**config.mk**
```make
export PLATFORM = sky130hd
export DESIGN_NAME = keypad_code_lock_core_flat
export DESIGN_NICKNAME = d
export VERILOG_FILES = /design/src/hdl/kcl_pkg.sv /design/src/hdl/kcl_if.sv /design/src/hdl/keypad_code_lock_core.sv /design/src/hdl/kcl_cfg.sv /design/src/hdl/kcl_step.sv /design/src/flat_wrapper.sv
export SDC_FILE = /design/constraint.sdc
export NUM_CORES = 1
export LEC_CHECK = 0
export BUFFER_PORTS_ARGS = -buffer_cell sky130_fd_sc_hd__buf_4
export CAP_MARGIN = 40
export CORE_ASPECT_RATIO = 0.5
export CORE_UTILIZATION = 59
export DETAILED_ROUTE_END_ITERATION = 6
export PLACE_DENSITY = 0.87
export SYNTH_ARGS = -nofsm -noshare
export SYNTH_HDL_FRONTEND = slang
export SYNTH_SLANG_ARGS = --single-unit
```
**constraint.sdc**
```tcl
create_clock -name clk -period 4.95 [get_ports clk]
set_input_delay 0.7425 -clock clk [delete_from_list [all_inputs] [get_ports clk]]
set_output_delay 0.7425 -clock clk [all_outputs]
set_load 0.01 [all_outputs]
```
**src/hdl/kcl_pkg.sv**
```systemverilog
// ----------------------------------------------------------------------------
// kcl_pkg
// Types and constants shared by the keypad code lock modules.
// ----------------------------------------------------------------------------
package kcl_pkg;

	localparam logic [7:0] KEY_CLEAR  = 8'h2A;
	localparam logic [7:0] KEY_SUBMIT = 8'h23;
	localparam logic [7:0] KEY_ZERO   = 8'h30;
	localparam logic [7:0] KEY_NINE   = 8'h39;

	localparam int CODE_DIGITS = 4;
	localparam int SHOW_DIGITS = 4;

	localparam int REG_INDEX_W = 3;
	localparam int REG_DATA_W  = 16;

	localparam logic [REG_INDEX_W-1:0] REG_CODE_FIRST  = 3'd0;
	localparam logic [REG_INDEX_W-1:0] REG_CODE_SECOND = 3'd1;
	localparam logic [REG_INDEX_W-1:0] REG_CODE_THIRD  = 3'd2;
	localparam logic [REG_INDEX_W-1:0] REG_CODE_FOURTH = 3'd3;
	localparam logic [REG_INDEX_W-1:0] REG_RESULT_HOLD = 3'd4;

	localparam logic [3:0]  CODE_FIRST_RESET  = 4'd1;
	localparam logic [3:0]  CODE_SECOND_RESET = 4'd2;
	localparam logic [3:0]  CODE_THIRD_RESET  = 4'd3;
	localparam logic [3:0]  CODE_FOURTH_RESET = 4'd4;
	localparam logic [15:0] RESULT_HOLD_RESET = 16'd2000;

	typedef struct packed {
		logic [CODE_DIGITS-1:0][3:0] code_digit;
		logic [15:0]                 result_hold_ms;
	} kcl_cfg_t;

	typedef struct packed {
		logic [7:0]  key_char;
		logic [31:0] now_ms;
	} kcl_item_t;

	typedef struct packed {
		logic        result_mode;
		logic [2:0]  entered_count;
		logic [15:0] entered_digits;
		logic        granted_light;
		logic        denied_light;
	} kcl_result_t;

endpackage

```
**src/hdl/kcl_if.sv**
```systemverilog
// ----------------------------------------------------------------------------
// kcl_key_if / kcl_status_if
// Valid/ready channels for key items and lock status results.
// ----------------------------------------------------------------------------
interface kcl_key_if;
	logic        valid;
	logic        ready;
	logic [7:0]  key_char;
	logic [31:0] now_ms;

	modport source (output valid, output key_char, output now_ms, input ready);
	modport sink   (input valid, input key_char, input now_ms, output ready);
endinterface

interface kcl_status_if;
	logic        valid;
	logic        ready;
	logic        result_mode;
	logic [2:0]  entered_count;
	logic [15:0] entered_digits;
	logic        granted_light;
	logic        denied_light;

	modport source (output valid, output result_mode, output entered_count,
		output entered_digits, output granted_light, output denied_light, input ready);
	modport sink   (input valid, input result_mode, input entered_count,
		input entered_digits, input granted_light, input denied_light, output ready);
endinterface

```
**src/hdl/keypad_code_lock_core.sv**
```systemverilog
// ----------------------------------------------------------------------------
// keypad_code_lock_core
// Keypad code lock: collects digits, checks them against the access code on
// submit and shows the granted or denied light until cleared or timed out.
//
//   channel   dir  contents                                     per transfer
//   keys      in   key_char, now_ms                             one key item
//   status    out  result_mode, entered_count, entered_digits,  one result
//                  granted_light, denied_light
//   wr_*      in   wr_index, wr_data                            one register
//
// One item per cycle sustained while status is taken; status is valid once
// its key item passes the input register, then update and status register.
// Lock state updates when an item moves from the input register to the
// status register. A stalled status holds both stages; the input register
// still takes an item while the status register is full but draining.
// Reset restores the default code 1-2-3-4, a 2000 ms hold and entry mode.
// ----------------------------------------------------------------------------
module keypad_code_lock_core #(
	parameter int CODE_LENGTH = 4
) (
	input  logic                            clk,
	input  logic                            arst_n,
	kcl_key_if.sink                         keys,
	kcl_status_if.source                    status,
	input  logic                            wr_en,
	input  logic [kcl_pkg::REG_INDEX_W-1:0] wr_index,
	input  logic [kcl_pkg::REG_DATA_W-1:0]  wr_data
);
	import kcl_pkg::*;

	localparam int CW = $clog2(CODE_LENGTH + 1);

	kcl_cfg_t    cfg;
	kcl_item_t   item_s1;
	logic        valid_s1;
	kcl_result_t result_q;
	logic        valid_q;
	logic        advance;
	logic        load_s1;

	logic                        mode_q;
	logic [CW-1:0]               count_q;
	logic [CODE_LENGTH-1:0][3:0] store_q;
	logic [31:0]                 rtime_q;
	logic                        granted_q;
	logic                        denied_q;

	logic                        mode_n;
	logic [CW-1:0]               count_n;
	logic [CODE_LENGTH-1:0][3:0] store_n;
	logic [31:0]                 rtime_n;
	logic                        granted_n;
	logic                        denied_n;
	kcl_result_t                 result_n;

	kcl_cfg u_cfg (
		.clk      (clk),
		.arst_n   (arst_n),
		.wr_en    (wr_en),
		.wr_index (wr_index),
		.wr_data  (wr_data),
		.cfg      (cfg)
	);

	kcl_step #(
		.CODE_LENGTH (CODE_LENGTH),
		.CW          (CW)
	) u_step (
		.cfg       (cfg),
		.item      (item_s1),
		.mode      (mode_q),
		.count     (count_q),
		.store     (store_q),
		.rtime     (rtime_q),
		.granted   (granted_q),
		.denied    (denied_q),
		.mode_n    (mode_n),
		.count_n   (count_n),
		.store_n   (store_n),
		.rtime_n   (rtime_n),
		.granted_n (granted_n),
		.denied_n  (denied_n),
		.result    (result_n)
	);

	assign advance    = valid_s1 && (!valid_q || status.ready);
	assign keys.ready = !valid_s1 || advance;
	assign load_s1    = keys.valid && keys.ready;

	always_ff @(posedge clk or negedge arst_n) begin
		if (!arst_n) begin
			valid_s1 <= 1'b0;
		end else if (keys.ready) begin
			valid_s1 <= keys.valid;
		end
	end

	always_ff @(posedge clk) begin
		if (load_s1) begin
			item_s1.key_char <= keys.key_char;
			item_s1.now_ms   <= keys.now_ms;
		end
	end

	always_ff @(posedge clk or negedge arst_n) begin
		if (!arst_n) begin
			valid_q <= 1'b0;
		end else if (advance) begin
			valid_q <= 1'b1;
		end else if (status.ready) begin
			valid_q <= 1'b0;
		end
	end

	always_ff @(posedge clk) begin
		if (advance) begin
			result_q <= result_n;
		end
	end

	always_ff @(posedge clk or negedge arst_n) begin
		if (!arst_n) begin
			mode_q    <= 1'b0;
			count_q   <= '0;
			store_q   <= '0;
			rtime_q   <= '0;
			granted_q <= 1'b0;
			denied_q  <= 1'b0;
		end else if (advance) begin
			mode_q    <= mode_n;
			count_q   <= count_n;
			store_q   <= store_n;
			rtime_q   <= rtime_n;
			granted_q <= granted_n;
			denied_q  <= denied_n;
		end
	end

	assign status.valid          = valid_q;
	assign status.result_mode    = result_q.result_mode;
	assign status.entered_count  = result_q.entered_count;
	assign status.entered_digits = result_q.entered_digits;
	assign status.granted_light  = result_q.granted_light;
	assign status.denied_light   = result_q.denied_light;

endmodule

```
**src/hdl/kcl_cfg.sv**
```systemverilog
// ----------------------------------------------------------------------------
// kcl_cfg
// Configuration register file: access code digits and result hold time.
// ----------------------------------------------------------------------------
module kcl_cfg (
	input  logic                            clk,
	input  logic                            arst_n,
	input  logic                            wr_en,
	input  logic [kcl_pkg::REG_INDEX_W-1:0] wr_index,
	input  logic [kcl_pkg::REG_DATA_W-1:0]  wr_data,
	output kcl_pkg::kcl_cfg_t               cfg
);
	import kcl_pkg::*;

	kcl_cfg_t cfg_q;

	always_ff @(posedge clk or negedge arst_n) begin
		if (!arst_n) begin
			cfg_q.code_digit[0]  <= CODE_FIRST_RESET;
			cfg_q.code_digit[1]  <= CODE_SECOND_RESET;
			cfg_q.code_digit[2]  <= CODE_THIRD_RESET;
			cfg_q.code_digit[3]  <= CODE_FOURTH_RESET;
			cfg_q.result_hold_ms <= RESULT_HOLD_RESET;
		end else if (wr_en) begin
			unique case (wr_index)
				REG_CODE_FIRST:  cfg_q.code_digit[0]  <= wr_data[3:0];
				REG_CODE_SECOND: cfg_q.code_digit[1]  <= wr_data[3:0];
				REG_CODE_THIRD:  cfg_q.code_digit[2]  <= wr_data[3:0];
				REG_CODE_FOURTH: cfg_q.code_digit[3]  <= wr_data[3:0];
				REG_RESULT_HOLD: cfg_q.result_hold_ms <= wr_data[15:0];
				default: ;
			endcase
		end
	end

	assign cfg = cfg_q;

endmodule

```
**src/hdl/kcl_step.sv**
```systemverilog
// ----------------------------------------------------------------------------
// kcl_step
// Next-state and status logic for one key item.
// ----------------------------------------------------------------------------
module kcl_step #(
	parameter int CODE_LENGTH = 4,
	parameter int CW          = 3
) (
	input  kcl_pkg::kcl_cfg_t               cfg,
	input  kcl_pkg::kcl_item_t              item,
	input  logic                            mode,
	input  logic [CW-1:0]                   count,
	input  logic [CODE_LENGTH-1:0][3:0]     store,
	input  logic [31:0]                     rtime,
	input  logic                            granted,
	input  logic                            denied,
	output logic                            mode_n,
	output logic [CW-1:0]                   count_n,
	output logic [CODE_LENGTH-1:0][3:0]     store_n,
	output logic [31:0]                     rtime_n,
	output logic                            granted_n,
	output logic                            denied_n,
	output kcl_pkg::kcl_result_t            result
);
	import kcl_pkg::*;

	localparam int SHOWN = (CODE_LENGTH < SHOW_DIGITS) ? CODE_LENGTH : SHOW_DIGITS;

	logic          is_digit;
	logic [3:0]    digit;
	logic [31:0]   elapsed;
	logic          hold_done;
	logic          match;
	logic [15:0]   digits;
	logic [CW+2:0] count_wide;

	assign is_digit  = (item.key_char >= KEY_ZERO) && (item.key_char <= KEY_NINE);
	assign digit     = item.key_char[3:0];
	assign elapsed   = item.now_ms - rtime;
	assign hold_done = elapsed >= {16'd0, cfg.result_hold_ms};

	always_comb begin
		match = (count == CW'(CODE_LENGTH));
		for (int i = 0; i < CODE_LENGTH; i++) begin
			if (i < CODE_DIGITS) begin
				if (store[i] != cfg.code_digit[i]) match = 1'b0;
			end else if (store[i] != 4'd0) begin
				match = 1'b0;
			end
		end
	end

	always_comb begin
		mode_n    = mode;
		count_n   = count;
		store_n   = store;
		rtime_n   = rtime;
		granted_n = granted;
		denied_n  = denied;
		if (mode) begin
			if (item.key_char == KEY_CLEAR || hold_done) begin
				mode_n    = 1'b0;
				count_n   = '0;
				granted_n = 1'b0;
				denied_n  = 1'b0;
			end
		end else if (item.key_char == KEY_CLEAR) begin
			count_n   = '0;
			granted_n = 1'b0;
			denied_n  = 1'b0;
		end else if (item.key_char == KEY_SUBMIT) begin
			if (count != '0) begin
				mode_n    = 1'b1;
				rtime_n   = item.now_ms;
				granted_n = match;
				denied_n  = !match;
			end
		end else if (is_digit) begin
			if (count < CW'(CODE_LENGTH)) begin
				for (int i = 0; i < CODE_LENGTH; i++) begin
					if (count == CW'(i)) store_n[i] = digit;
				end
				count_n = count + CW'(1);
			end
		end
	end

	always_comb begin
		digits = '0;
		for (int i = 0; i < SHOWN; i++) begin
			if (CW'(i) < count_n) digits[15-4*i -: 4] = store_n[i];
		end
	end

	assign count_wide = (CW+3)'(count_n);

	assign result.result_mode    = mode_n;
	assign result.entered_count  = count_wide[2:0];
	assign result.entered_digits = digits;
	assign result.granted_light  = granted_n;
	assign result.denied_light   = denied_n;

endmodule

```
**src/flat_wrapper.sv**
```systemverilog
// flat-port wrapper written by rule: the top's interface ports become plain ports
module keypad_code_lock_core_flat import kcl_pkg::*;
#(
	parameter int CODE_LENGTH = 4
)
  (clk, arst_n, wr_en, wr_index, wr_data, keys_valid, keys_key_char, keys_now_ms, keys_ready, status_valid, status_result_mode, status_entered_count, status_entered_digits, status_granted_light, status_denied_light, status_ready);
  kcl_key_if keys_i ();
  kcl_status_if status_i ();
  input  logic clk;
  input  logic arst_n;
  input  logic wr_en;
  input  logic [kcl_pkg::REG_INDEX_W-1:0] wr_index;
  input  logic [kcl_pkg::REG_DATA_W-1:0] wr_data;
  input wire logic [$bits(keys_i.valid)-1:0] keys_valid;
  input wire logic [$bits(keys_i.key_char)-1:0] keys_key_char;
  input wire logic [$bits(keys_i.now_ms)-1:0] keys_now_ms;
  output wire logic [$bits(keys_i.ready)-1:0] keys_ready;
  output wire logic [$bits(status_i.valid)-1:0] status_valid;
  output wire logic [$bits(status_i.result_mode)-1:0] status_result_mode;
  output wire logic [$bits(status_i.entered_count)-1:0] status_entered_count;
  output wire logic [$bits(status_i.entered_digits)-1:0] status_entered_digits;
  output wire logic [$bits(status_i.granted_light)-1:0] status_granted_light;
  output wire logic [$bits(status_i.denied_light)-1:0] status_denied_light;
  input wire logic [$bits(status_i.ready)-1:0] status_ready;
  assign keys_i.valid = keys_valid;
  assign keys_i.key_char = keys_key_char;
  assign keys_i.now_ms = keys_now_ms;
  assign keys_ready = keys_i.ready;
  assign status_valid = status_i.valid;
  assign status_result_mode = status_i.result_mode;
  assign status_entered_count = status_i.entered_count;
  assign status_entered_digits = status_i.entered_digits;
  assign status_granted_light = status_i.granted_light;
  assign status_denied_light = status_i.denied_light;
  assign status_i.ready = status_ready;
  keypad_code_lock_core #(.CODE_LENGTH(CODE_LENGTH)) u_core (.clk(clk), .arst_n(arst_n), .keys(keys_i), .status(status_i), .wr_en(wr_en), .wr_index(wr_index), .wr_data(wr_data));
endmodule
```
==> Word level (Yosys, flattened, before mapping) <==
Index checks and enable logic that the tools add are counted.
{ "op_classes": {"add_sub_neg": 2, "n_lt_le_gt_ge": 8, "eq_ne": 14, "n_mux": 36, "bitwise_logic": 2, "reduce_logical": 19} }
{ "ops": {"columns": ["operator", "n"], "rows": [
  ["$mux W16", 5],
  ["$ge A32 B16 Y1", 1],
  ["$sub A32 B32 Y32", 1],
  ["$mux W1", 21],
  ["$mux W3", 6],
  ["$eq A8 B6 Y1 const B", 2],
  ["$mux W4", 4],
  ["$ne A4 B4 Y1", 4],
  ["$eq A3 B2 Y1 const B", 4],
  ["$reduce_and A2 Y1", 5],
  ["$ge A8 B6 Y1 const B", 1],
  ["$le A8 B6 Y1 const B", 1],
  ["$eq A3 B1 Y1 const B", 2],
  ["$eq A3 B3 Y1 const B", 2],
  ["$logic_not A3 Y1", 2],
  ["$lt A1 B3 Y1 const A", 2],
  ["$lt A2 B3 Y1 const A", 2],
  ["$reduce_and A5 Y1", 1],
  ["$add A3 B1 Y3 const B", 1],
  ["$logic_and A1 B1 Y1", 3],
  ["$logic_not A1 Y1", 3],
  ["$logic_or A1 B1 Y1", 3],
  ["$lt A3 B3 Y1 const B", 1],
  ["$reduce_bool A3 Y1", 1],
  ["2 further kinds", 3]
]} }
{ "totals": {"regBits": 150, "out_inout_bits": 24, "wordCells": 107} }

==> Longest topological paths before layout <==
Gate-level depths: netlist of the first run.
{ "depth": {"depth_word": 10, "mapped_depth": 20} }

==> Hierarchy <==
Synthesis of the first run repeated with hierarchy kept, for this count alone.
{ "hier_totals": {"hier_cells": 852, "area_unflattened_um2": 9255.1} }
{ "modules_own_cells": {"columns": ["module", "instances", "cells_per_inst", "area_each_um2"], "rows": [
  ["keypad_code_lock_core", 1, 184, 4166.5],
  ["kcl_step", 1, 597, 3827.4],
  ["kcl_cfg", 1, 71, 1261.2]
]} }

==> Worst setup path before layout of the first run <==
No wires, ideal clock.
{ "synth_path": {"path_kind": "register to register", "start": "reg u_core.rtime_q[1]", "end": "reg u_core.result_q (netlist bit u_core.status.entered_digits[12]), data pin", "setup_time_ns": 0.152, "arrival_time_ns": 4.396, "slack_ns": 0.402, "path_stages_with_launch": 21, "path_buffers": 0, "synth_period_minus_slack_ns": 4.548, "cell_sequence": "dfrtp_1 -> inv_1 -> ha_1 -> nor2b_1 -> o2111a_1 -> or2_2 -> and2_1 -> a31oi_1 -> o21ai_0 -> xor2_1 -> ha_1 -> a21oi_1 -> nor2b_1 -> o21ai_0 -> o2111ai_1 -> nor4_1 -> o2111ai_1 -> or4_1 -> nor4_4 -> a21oi_2 -> a31oi_1"} }
{ "synth_between": {"elab_chain_len": 6} }
{ "synth_rtl": {"columns": ["element", "line", "source"], "rows": [
  ["start: declaration", "keypad_code_lock_core.sv:45", "logic [31:0] rtime_q;"],
  ["start signal: assignment", "keypad_code_lock_core.sv:134", "rtime_q <= rtime_n;"],
  ["$sub A32 B32 Y32", "kcl_step.sv:39", "assign elapsed = item.now_ms - rtime;"],
  ["$ge A32 B16 Y1", "kcl_step.sv:40", "assign hold_done = elapsed >= {16'd0, cfg.result_hold_ms};"],
  ["$logic_or A1 B1 Y1", "kcl_step.sv:61", "if (item.key_char == KEY_CLEAR || hold_done) begin"],
  ["$mux W3", "kcl_step.sv:61", null],
  ["$mux W3", "kcl_step.sv:60", "if (mode) begin"],
  ["$lt A1 B3 Y1", "kcl_step.sv:91", "if (CW'(i) < count_n) digits[15-4*i -: 4] = store_n[i];"],
  ["end signal: assignment", "keypad_code_lock_core.sv:118", "result_q <= result_n;"],
  ["end: declaration", "keypad_code_lock_core.sv:37", "kcl_result_t result_q;"]
]} }
Every way passes these cells.
A chain may end at the register's enable or synchronous reset.

==> Worst setup path in the final report of the first run <==
{ "layout_path": {"start": "reg u_core.rtime_q[0]", "end": "reg u_core.denied_q"} }
{ "layout_between": {"elab_chain_len": 5} }
{ "layout_rtl": {"columns": ["element", "line", "source"], "rows": [
  ["$sub A32 B32 Y32", "kcl_step.sv:39", null],
  ["$ge A32 B16 Y1", "kcl_step.sv:40", null],
  ["$logic_or A1 B1 Y1", "kcl_step.sv:61", null],
  ["$mux W1", "kcl_step.sv:61", null],
  ["$mux W1", "kcl_step.sv:60", null],
  ["end signal: assignment", "keypad_code_lock_core.sv:136", "denied_q <= denied_n;"],
  ["end: declaration", "keypad_code_lock_core.sv:47", "logic denied_q;"]
]} }
Every way passes these cells.

==> key figures, run 1 <==
GRT
  • Largest net degree at the start of global routing: 49
  • Number of global-route vias before repair: 6,201
  • Global-route wire length before repair: 30.6 mm
  • Initial antenna violation count: 0
  • Total grt overflow: 0
  • Total GRT Usage: 27.1%

Timing
  • Crit path time final: 4.79 ns
  • Max-slew violation count: 0
  • Final WS setup: 0.159 ns
  • Slew @ Worst Pin: 0.667 ns
  • Rel. slew slack: 55.1%
  • Final hold violation count: 0
  • Final worst path period share: 96.8%
  • Max Freq: 209 MHz
  • Clk_skew: 0.0121 ns
  • Final setup violating endpoints: 0

Clocking
  • CTS tree: built
  • CTS root buf: clkbuf_16
  • Max Buffers Root-to-Sink: 2
  • Clock buffer count from CTS: 17
  • Clk sinks: 150
  • Skew-Pair Late Insertion Delay: 0.43 ns
  • H-tree depth: 4
  • Hold Buf Count CTS: 0
  • Clock transition at path regs: 0.07 ns

Placement
  • # port buffers: 87
  • Pre-CTS setup slack: -0.00379 ns
  • GP Congestion: 0.911
  • Post-DP Area: 9160 um2
  • Dpl hpwl: 13.4 mm
  • Cell count after placement: 1,038

Die
  • CORE AREA: 13,600 um2
  • # IOs: 88
  • Die ar.: 14,500 um2
  • Die height: 85.8 um
  • Num rows: 30
  • Die W: 170 um
  • Starting Density: 60.8%

Yosys
  • Avg Cell Area, Syn: 10.6 um2
  • Cell Area, Synth: 8280 um2
  • Top FF cell, synth: dfrtp_1
  • Synth warn: 0
  • Synth unique cells: 58
  • Seq/Total Area, Yosys: 49.2%
  • Flops & latches, synth: 150
  • Post-Synthesis Cells: 778
  • Post-synth EDFFs: 62
  • Post-Syn Nets: 894
  • Fraction of registers with async set/reset: 58.7%

Layout
  • Util after Layout: 72.3%
  • Synth-to-layout area growth: 18.8%
  • Ant diodes: 0
  • Cell area after layout: 9850 um2
  • Post-Layout Cell Count: 1,077
  • Share of cells above drive strength 1: 25.5%
  • Final net count: 988

Pwr
  • Total power: 3.68 mW
  • P_leak: 4.21 nW
  • Power per Cell Area: 373 nW/um2
  • Peak supply drop: 0.000207 V

Outcome
  • Outcome: completed

Critical path
  • Maximum fanout along the worst path: 5
  • Worst setup SP type: register
  • Critical path arrival: 5.13 ns
  • Crit end category: register
  • WS Path Type: reg2reg
  • Worst path required time: 5.29 ns

Detailed routing
  • DR iter-0 viols: 485
  • Post-DR wirelength/cell: 17.6 um
  • Drt drc: 0
  • Total number of vias: 6,392
  • Antenna-violating nets left: 0
  • Vias per cell: 5.94
  • Drt pass-1 iters: 5
  • Final WL: 18.9 mm

Worst hold path
  • Hold WC Path Type: in2async

Run
  • Max-Cap Viols: 0
timing repair:
item,4_1_cts,5_1_grt
resized for setup,2,15
pin swaps,0,14
setup buffers,0,7
cloned,0,0
endpoints found under the setup margin,9,28
through the flow:
stage          TNS [ns]  hold slack [ns]
2_1_floorplan         0            0.447
3_3_place_gp          0            0.464
3_5_place_dp   -0.00379            0.479
4_1_cts               0            0.357
5_1_grt         -0.0709            0.380
6_report              0            0.319
sequential cells by signal (all words and copies together), names as in the netlist, 3 cells and up:
register and count:
u_core.count_q 3, u_core.item_s1 40, u_core.rtime_q 32, u_core.status.entered_count 3, u_core.status.entered_digits 16, u_core.store_q 16
u_core.u_cfg.cfg 32
where the power goes:
group,internal [mW],switching (mW)
registers,1.47,0.103
logic,0.348,0.451
clock network,0.751,0.550
cell type report:
cell class / instances / area (um2)
Tap cell: 192 / 240
Inverter: 56 / 210
Clock buffer: 19 / 433
Sequential cell: 150 / 4080
Clock inverter: 13 / 146
Timing Repair Buffer: 101 / 782
Multi-Input combinational cell: 546 / 3960
Fill cell: 944 / 3780
critical path, cell delays in order, from the launching register on:
cell and delay [ns]:
dfrtp_1 0.39, ha_1 0.24, fa_1 0.40, nand2b_1 0.18, a21oi_1 0.33, o211ai_1 0.21, nand3_1 0.19, xor2_1 0.23
ha_1 0.28, nor2b_1 0.14, o21ai_1 0.19, o2111ai_1 0.15, nor4_1 0.25, o2111ai_1 0.15, or4_4 0.45, nor4_4 0.24
buf_6 0.17, buf_4 0.14, buf_4 0.11, o21ai_1 0.09, a31oi_1 0.18
final timing paths:
kind                                   startpoint                    to  slack, ns  cells after the start
worst max-delay path            u_core.rtime_q[0]       u_core.denied_q       0.16                     20
worst max register to register  u_core.rtime_q[0]       u_core.denied_q       0.16                     20
worst min-delay path                       arst_n     u_core.count_q[0]       0.32                      1
worst min register to register    u_core.valid_s1   u_core.status.valid       0.49                      1
max in group asynchronous                  arst_n  u_core.u_cfg.cfg[10]       3.59                      2
min in group clk                   keys_now_ms[9]     u_core.item_s1[9]       0.49                      1
synth_stat cells, drive strengths merged, types with 4 or more instances:
cell | count | area (um2)
nand3 | 17 | 85.1
o21ai | 56 | 288
o31ai | 4 | 35.0
nand2b | 9 | 56.3
a31oi | 10 | 62.6
xor2 | 9 | 78.8
nor4 | 4 | 40.0
a211oi | 7 | 52.6
nor2 | 39 | 146
o21a | 7 | 52.6
nor3 | 11 | 55.1
clkbuf | 24 | 90.1
dfstp | 11 | 289
mux2i | 13 | 130
nand4 | 14 | 87.6
o211ai | 10 | 75.1
ha | 51 | 638
a21oi | 55 | 279
mux2 | 66 | 743
nor2b | 6 | 37.5
xnor2 | 27 | 236
edfxtp | 62 | 1860
dfrtp | 77 | 1930
and2 | 5 | 31.3
inv | 55 | 206
nand2 | 78 | 293
a21o | 8 | 60.1
layout by cell type, fill, tap and decap left out, types with 5 or more instances in the layout:
| cell | instances |
|---|---|
| buf_4 | 99 |
| nand2_1 | 78 |
| dfrtp_1 | 77 |
| mux2_2 | 66 |
| edfxtp_1 | 62 |
| inv_1 | 55 |
| ha_1 | 51 |
| a21oi_1 | 50 |
| o21ai_0 | 45 |
| nor2_1 | 39 |
| xnor2_1 | 27 |
| nand3_1 | 17 |
| clkbuf_16 | 17 |
| nand4_1 | 14 |
| mux2i_1 | 13 |
| dfstp_2 | 11 |
| o211ai_1 | 10 |
| nor3_1 | 10 |
| nand2b_1 | 9 |
| xor2_1 | 9 |
| a31oi_1 | 9 |
| a21o_1 | 8 |
| o21ai_1 | 8 |
| o21a_1 | 7 |
| nor2b_1 | 6 |
| a211oi_1 | 6 |
| a21oi_2 | 5 |
kinds of logic (layout without fill, tap and decap cells):
| kind of cell | after synthesis | count (layout) | share of synthesized area [%] |
|---|---|---|---|
| compound gates | 177 | 177 | 13.0 |
| buf+inv | 82 | 189 | 3.75 |
| simple gates | 202 | 202 | 11.7 |
| xor+xnor | 36 | 36 | 3.81 |
| flops | 150 | 150 | 49.2 |
| mux | 79 | 79 | 10.5 |
| fa+ha+maj | 52 | 52 | 7.94 |
layer usage:
metal  vias up  wire (um)  global-route usage [%]
li1       2999          -                       -
met1      3141       8480                    35.2
met2       209       9300                    46.7
met3        43        826                    4.01
met4         0        347                    9.91
met5         -          0                       0
(Power assumes the default switching activity.)
==> run 2, diff against run 1 <==
--- a/config.mk
+++ b/config.mk
@@ -8,9 +8,10 @@
 export BUFFER_PORTS_ARGS = -buffer_cell sky130_fd_sc_hd__buf_4
 export CAP_MARGIN = 40
 export CORE_ASPECT_RATIO = 0.5
-export CORE_UTILIZATION = 59
+export CORE_UTILIZATION = 60
 export DETAILED_ROUTE_END_ITERATION = 6
-export PLACE_DENSITY = 0.87
+export PLACE_DENSITY = 0.88
 export SYNTH_ARGS = -nofsm -noshare
 export SYNTH_HDL_FRONTEND = slang
+export SYNTH_HIERARCHICAL = 1
 export SYNTH_SLANG_ARGS = --single-unit
==> run 2 against run 1 <==
  * Via count grew 10%
  * Non-clock buffer count stayed put
  * Clock-buffer cell count fell by 2
  * Synthesized cell count increased by 9.5%
  * Setup slack better by 0.060 ns
  * Register-to-register slack better by 0.06 ns
  * Critical path type unchanged
  * Highest routed layer is now met5
  * Area after synthesis grew 12%
  * Critical endpoint is now u_core/status.entered_digits[12]
  * Wire length is 17% higher
==> key figures, run 2 <==
Timing
  • Max-slew violation count: 0 (unchanged)
  • Final worst path period share: 95.6% (-1.2 points)
  • Slew @ Worst Pin: 0.880 ns (+0.213 ns)
  • Final setup violating endpoints: 0 (unchanged)
  • Crit path time final: 4.73 ns (-0.0597 ns)
  • Rel. slew slack: 41.3% (-14 points)
  • Max Freq: 211 MHz (+1.3%)
  • Clk_skew: 0.0115 ns (-0.000638 ns)
  • Setup TNS: 0 ns (unchanged)
  • Final hold violation count: 0 (unchanged)

Layout
  • Largest Register: u_core/item_s1
  • Ant diodes: 0 (unchanged)
  • Cell area after layout: 10,800 um2 (+9.7%)
  • Final net count: 1,053 (+6.6%)
  • Fillers: 919 (-2.6%)
  • Post-Layout Cell Count: 1,148 (+6.6%)
  • Share of cells above drive strength 1: 28.8% (+3.3 points)
  • Most frequent cells in the layout: buf_4 (96), nand2_1 (82), dfrtp_1 (77)
  • Most common cell after layout, fill and taps aside: buf_4
  • FF+latch area: 4080 um2 (unchanged)
  • Max reg flops: 40 (unchanged)
  • Synth-to-layout area growth: 16.7%
  • Util after Layout: 73.1% (+0.81 points)
  • Multi-input logic area: 4790 um2 (+21%)

Die
  • CORE AREA: 14,800 um2 (+8.5%)
  • Die ar.: 16,000 um2 (+9.7%)
  • Starting Density: 62.6% (+1.8 points)
  • Num rows: 31 (+3.3%)
  • Die W: 178 um (+4.8%)
  • Die height: 89.8 um (+4.7%)
  • # IOs: 88 (unchanged)

Pwr
  • Internal Power: 2.75 mW (+6.8%)
  • Total power: 4.04 mW (+9.9%)
  • Power per Cell Area: 374 nW/um2 (+0.25%)
  • Clock power frac: 33.2% (-2.2 points)
  • Net Sw Frac: 32.0% (+2.0 points)
  • Peak supply drop: 0.000234 V (+13%)
  • Share of power burned in registers: 40.0% (-2.8 points)
  • Logic gate share of total power: 26.9% (+5.2 points)
  • P_sw: 1.29 mW (+17%)
  • P_leak: 4.66 nW (+11%)

Critical path
  • Crit end category: register
  • Worst setup SP type: register
  • Maximum fanout along the worst path: 5 (unchanged)
  • Slowest stage delay, CP: 0.62 ns (+0.17 ns)
  • Worst path cell trace: ha_1 -> nor2b_1 -> o31a_1 -> o21a_1 -> nor2_2 -> nor2b_1 -> o21a_1 -> nor2_1 -> xnor2_1 -> ha_1 -> a21oi_2 -> nor2_1 -> a2111oi_2 -> a21oi_1 -> nor4b_2 -> nand4b_1 -> buf_4 -> or4_4 -> o41ai_1
  • Critical path arrival: 4.96 ns (-0.17 ns)
  • Worst path required time: 5.18 ns (-0.11 ns)
  • WS Path Type: reg2reg
  • Worst path slowest cell: or4_4

Placement
  • # port buffers: 87 (unchanged)
  • GP Congestion: 0.901 (-1.0%)
  • Post-DP Area: 10,100 um2 (+10%)
  • Dpl hpwl: 15.3 mm (+14%)
  • Cell count after placement: 1,111 (+7.0%)

GRT
  • Total GRT Usage: 28.5% (+1.4 points)
  • Global-route wire length before repair: 35.8 mm (+17%)
  • Initial antenna violation count: 0 (unchanged)
  • Largest net degree at the start of global routing: 68 (+39%)
  • Number of global-route vias before repair: 7,168 (+16%)
  • Total grt overflow: 0 (unchanged)

Detailed routing
  • Total number of vias: 7,040 (+10%)
  • Drt drc: 0 (unchanged)
  • Post-DR wirelength/cell: 19.3 um (+9.7%)
  • Final WL: 22.2 mm (+17%)
  • DR iter-0 viols: 718 (+48%)
  • Vias per cell: 6.13 (+3.3%)
  • Antenna-violating nets left: 0 (unchanged)
  • Drt pass-1 iters: 6 (+1)

Yosys
  • Post-Synthesis Cells: 852 (+9.5%)
  • Synth warn: 6 (+6)
  • Seq/Total Area, Yosys: 44.1% (-5.2 points)
  • Flops & latches, synth: 150 (unchanged)
  • Top FF cell, synth: dfrtp_1
  • Post-synth EDFFs: 62 (unchanged)
  • Cell Area, Synth: 9260 um2 (+12%)
  • Yosys top cell area share: 20.8% (-2.4 points)
  • Area leader, netlist: dfrtp_1
  • Post-synth top cells: nand2_1 (82), dfrtp_1 (77), inv_1 (66)
  • Top-count cell post-synth: nand2_1
  • Most area-consuming cells after synthesis: dfrtp_1 (21%), edfxtp_1 (20%), mux2_4 (7.9%), ha_1 (6.9%), mux2_2 (5.1%)
  • Post-Syn Nets: 968 (+8.3%)
  • Synth unique cells: 70 (+21%)
  • Avg Cell Area, Syn: 10.9 um2 (+2.0%)
  • Fraction of registers with async set/reset: 58.7% (unchanged)

Outcome
  • Outcome: completed

Clocking
  • H-tree depth: 4 (unchanged)
  • Skew-Pair Late Insertion Delay: 0.43 ns (about the same)
  • CTS root buf: clkbuf_16
  • Max Buffers Root-to-Sink: 2 (unchanged)
  • Clock buffer count from CTS: 17 (unchanged)
  • Clock transition at path regs: 0.07 ns (about the same)
  • CTS tree: built
  • Clk sinks: 150 (unchanged)

Run
  • Max-Cap Viols: 0 (unchanged)

Worst hold path
  • Hold WC Path Type: in2async
## run 2: layer usage
| layer | share of wire (%) | vias up | track usage [%] | wire, um |
|---|---|---|---|---|
| li1 | - | 3246 | - | - |
| met1 | 43 | 3412 | 37.0 | 9450 |
| met2 | 49 | 334 | 48.1 | 10800 |
| met3 | 6.2 | 46 | 4.48 | 1370 |
| met4 | 2.1 | 2 | 10.8 | 470 |
| met5 | 0.18 | - | 0 | 40 |
## run 2: final timing paths
check	start	depth (start not counted)	to	slack, ns
max	u_core/item_s1[1]	19	u_core/status.entered_digits[12]	0.22
min	arst_n	1	u_core/rtime_q[8]	0.19
max reg2reg	u_core/item_s1[1]	19	u_core/status.entered_digits[12]	0.22
min reg2reg	u_core/u_cfg/cfg[14]	1	u_core/u_cfg/cfg[14]	0.49
max in group asynchronous	arst_n	3	u_core/u_cfg/cfg[16]	3.94
min in group clk	keys_now_ms[14]	1	u_core/item_s1[14]	0.49
## run 2: worst max-delay path, delay by kind of cell (launching register included)
kind | cells | cell delay [ns]
adders and majority gates | 2 | 0.60
AOI/OAI and AO/OA | 7 | 1.64
and+or+nand+nor | 8 | 1.55
buffers and inverters | 1 | 0.18
DFF | 1 | 0.42
xor gates and xnor gates | 1 | 0.14
## run 2: per-stage QoR
| stage | hold slack (ns) | worst slack, ns |
|---|---|---|
| after floorplan | 0.447 | 0.529 |
| after global placement | 0.472 | 0.0958 |
| after detailed placement | 0.483 | -0.132 |
| after CTS | 0.187 | 0.0754 |
| after global routing | 0.197 | -0.0416 |
| final | 0.186 | 0.219 |
## run 2: timing repair
item | CTS | global route
hold buffers | 0 | 0
cloned | 0 | 1
pin swaps | 0 | 9
buffers inserted | 0 | 4
resized for setup | 1 | 12
endpoints found under the setup margin | 11 | 21
## run 2: logic make-up (layout without fill, tap and decap cells)
| logic type | Yosys count | after routing | synth area share, % |
|---|---|---|---|
| DFF | 150 | 150 | 44.1 |
| xor gates and xnor gates | 35 | 35 | 3.31 |
| muxes | 107 | 107 | 14.9 |
| buffers and inverters | 102 | 199 | 5.00 |
| adders and majority gates | 52 | 52 | 7.11 |
| AOI/OAI and AO/OA | 188 | 188 | 13.5 |
| and+or+nand+nor | 218 | 219 | 12.1 |
## run 2: cell type report
type / count / share of cell area [%]
clock buffer: 17 / 3.94
clock inverter: 15 / 1.69
inverter: 66 / 2.29
multi-input combinational: 601 / 44.4
sequential: 150 / 37.8
tap: 198 / 2.29
timing repair buffer: 101 / 7.65
## run 2: power by group through the flow
stage	clock network [mW]	registers, mW	logic [mW]
finish	1.34	1.62	1.09
floorplan	0	1.59	0.758
detailed placement	0	1.63	1.02
global route	1.40	1.63	1.17
CTS	1.35	1.61	1.04
global placement	0	1.62	0.954
==> run 3, diff against run 2 <==
--- a/config.mk
+++ b/config.mk
@@ -10,6 +10,7 @@
 export CORE_ASPECT_RATIO = 0.5
 export CORE_UTILIZATION = 60
 export DETAILED_ROUTE_END_ITERATION = 6
+export GPL_TIMING_DRIVEN = 0
 export PLACE_DENSITY = 0.88
 export SYNTH_ARGS = -nofsm -noshare
 export SYNTH_HDL_FRONTEND = slang
==> run 3 against run 2 <==
  * The run now ends with setup timing left
  * Critical endpoint is now u_core/status.entered_count[1]
  * Utilization increased by 1.2 points
  * Final cell count increased by 2.4%
  * Critical path type unchanged
  * Clock-buffer cell count increased by 5
==> key figures, run 3 (synthesis results as in run 2) <==
Pwr
  • Internal Power: 2.77 mW (+0.68%)
  • Logic gate share of total power: 28.2% (+1.3 points)
  • Net Sw Frac: 31.5% (-0.50 points)
  • Total power: 4.04 mW (about the same)
  • P_sw: 1.27 mW (-1.6%)
  • Peak supply drop: 0.000236 V (+1.0%)
  • P_leak: 4.73 nW (+1.5%)
  • Share of power burned in registers: 39.4% (-0.6 points)
  • Clock power frac: 32.4% (-0.8 points)
  • Power per Cell Area: 368 nW/um2 (-1.6%)

GRT
  • Number of global-route vias before repair: 7,315 (+2.1%)
  • Largest net degree at the start of global routing: 69 (+1.5%)
  • Initial antenna violation count: 0 (unchanged)
  • Total grt overflow: 0 (unchanged)
  • Total GRT Usage: 28.8% (+0.28 points)
  • Global-route wire length before repair: 36.2 mm (+0.98%)

Placement
  • # port buffers: 87 (unchanged)
  • GP Congestion: 0.931 (+3.3%)
  • Dpl hpwl: 15.4 mm (+0.83%)
  • Cell count after placement: 1,140 (+2.6%)

Die
  • # IOs: 88 (unchanged)
  • Die height: 89.8 um (unchanged)
  • CORE AREA: 14,800 um2 (unchanged)
  • Die ar.: 16,000 um2 (unchanged)
  • Num rows: 31 (unchanged)
  • Die W: 178 um (unchanged)
  • Starting Density: 62.6% (unchanged)

Timing
  • Clk_skew: 0.0124 ns (+0.000914 ns)
  • RSZ-0062 raised after global routing: true
  • Final worst path period share: 100% (+4.8 points)
  • Final hold violation count: 0 (unchanged)
  • Rel. slew slack: 35.4% (-5.9 points)
  • Max-slew violation count: 0 (unchanged)
  • Final WS setup: -0.0177 ns (-0.237 ns)
  • Final setup violating endpoints: 1 (+1)
  • Slew @ Worst Pin: 0.961 ns (+0.0812 ns)
  • Max Freq: 201 MHz (-4.8%)
  • Crit path time final: 4.97 ns (+0.237 ns)

Clocking
  • CTS tree: built
  • Clock transition at path regs: 0.07 ns (about the same)
  • Clock buffer count from CTS: 17 (unchanged)
  • Clk sinks: 150 (unchanged)
  • Hold Buf Count CTS: 0 (unchanged)
  • Skew-Pair Late Insertion Delay: 0.42 ns (about the same)
  • H-tree depth: 4 (unchanged)
  • Max Buffers Root-to-Sink: 2 (unchanged)
  • CTS root buf: clkbuf_16

Layout
  • Synth-to-layout area growth: 18.5%
  • Final net count: 1,080 (+2.6%)
  • Ant diodes: 0 (unchanged)
  • FF+latch area: 4080 um2 (unchanged)
  • Fillers: 925 (+0.65%)
  • Util after Layout: 74.2% (+1.2 points)
  • Most frequent cells in the layout: buf_4 (97), nand2_1 (82), dfrtp_1 (77)
  • Multi-input logic area: 4830 um2 (+0.76%)
  • Max reg flops: 40 (unchanged)
  • Most common cell after layout, fill and taps aside: buf_4
  • Largest Register: u_core/item_s1
  • Post-Layout Cell Count: 1,175 (+2.4%)
  • Share of cells above drive strength 1: 28.9% (about the same)

Critical path
  • R2R Path Start: u_core/item_s1[1]
  • Crit end category: register
  • Critical path arrival: 5.26 ns (+0.30 ns)
  • Worst path required time: 5.25 ns (+0.07 ns)
  • R2R setup slack: -0.02 ns (-0.24 ns)
  • Crit Reg-Reg Endpoint: u_core/status.entered_count[1]
  • Cells on worst reg2reg path: 20 (+1)
  • Worst setup SP type: register
  • WS Path Type: reg2reg
  • Maximum fanout along the worst path: 7 (+2)

Detailed routing
  • Total number of vias: 7,270 (+3.3%)
  • DR iter-0 viols: 703 (-2.1%)
  • Vias per cell: 6.19 (+0.89%)
  • Post-DR wirelength/cell: 19.0 um (-1.8%)
  • Drt pass-1 iters: 6 (unchanged)
  • Drt drc: 0 (unchanged)
  • Antenna-violating nets left: 0 (unchanged)
  • Final WL: 22.3 mm (+0.56%)

Outcome
  • Outcome: finished with violations
  • Failing checks: setup timing

Run
  • Max-Cap Viols: 0 (unchanged)

Worst hold path
  • Hold WC Path Type: in2async
## run 3: worst max path at each step
stage	depth (start not counted)	end	from	slack [ns]
final	20	u_core/status.entered_count[1]	u_core/item_s1[1]	-0.02
after global routing	20	u_core/status.entered_count[1]	u_core/item_s1[1]	-0.12
after CTS	21	u_core/status.entered_count[0]	u_core/item_s1[1]	0.002
after detailed placement	19	u_core/status.entered_digits[13]	u_core/item_s1[1]	-0.18
after global placement	21	u_core/status.entered_count[2]	u_core/item_s1[1]	-0.11
after floorplan	21	u_core/status.entered_count[2]	u_core/item_s1[1]	0.53
## run 3: metal layers
layer,global-route usage (%),vias to the layer above,share of wire [%]
li1,-,3302,-
met1,37.1,3544,42
met2,47.1,342,48
met3,6.35,82,6.7
met4,11.5,0,3.5
met5,0,-,0
## run 3: through the flow
step | hold WS, ns | TNS [ns] | worst slack [ns] | instance area, um2
3_5_place_dp | 0.479 | -1.45 | -0.181 | 10200
6_report | 0.207 | -0.0177 | -0.0177 | 11000
3_3_place_gp | 0.471 | -0.765 | -0.113 | 10200
5_1_grt | 0.218 | -0.705 | -0.121 | 11000
2_1_floorplan | 0.447 | 0 | 0.529 | 9260
4_1_cts | 0.213 | 0 | 0.00248 | 10800
## run 3: power groups by stage
stage               Sequential, mW  Combinational, mW  Clock, mW
floorplan                     1.59              0.758          0
CTS                           1.59               1.08       1.32
detailed placement            1.61               1.04          0
global route                  1.61               1.23       1.38
finish                        1.59               1.14       1.31
global placement              1.60              0.987          0
## run 3: worst max-delay path, stage by stage (launching register included)
cell	delay (ns)
edfxtp_1	0.45
ha_1	0.31
nor2b_4	0.13
o31a_1	0.34
o21a_1	0.19
nor2_2	0.14
nor2b_2	0.08
o21a_1	0.17
nor2_1	0.11
xnor2_1	0.16
ha_1	0.30
a21oi_2	0.13
nor2_1	0.06
a2111oi_2	0.41
a21oi_2	0.11
nor4b_2	0.28
nand4b_1	0.19
or4_4	0.68
buf_12	0.19
o31ai_4	0.25
buf_4	0.14
## run 3: final cells by class
type                       count  area share, %
buffer                        35           2.00
clock buffer                  22           4.44
inverter                      66           2.26
sequential                   150           37.2
multi-input combinational    600           44.0
timing repair buffer          94           6.93
clock inverter                10          0.947
tap                          198           2.26
## run 3: what timing repair did
item	4_1_cts	5_1_grt
cloned	0	1
resized for setup	6	20
pin swaps	2	18
endpoints found under the setup margin	17	25
buffers inserted	1	2
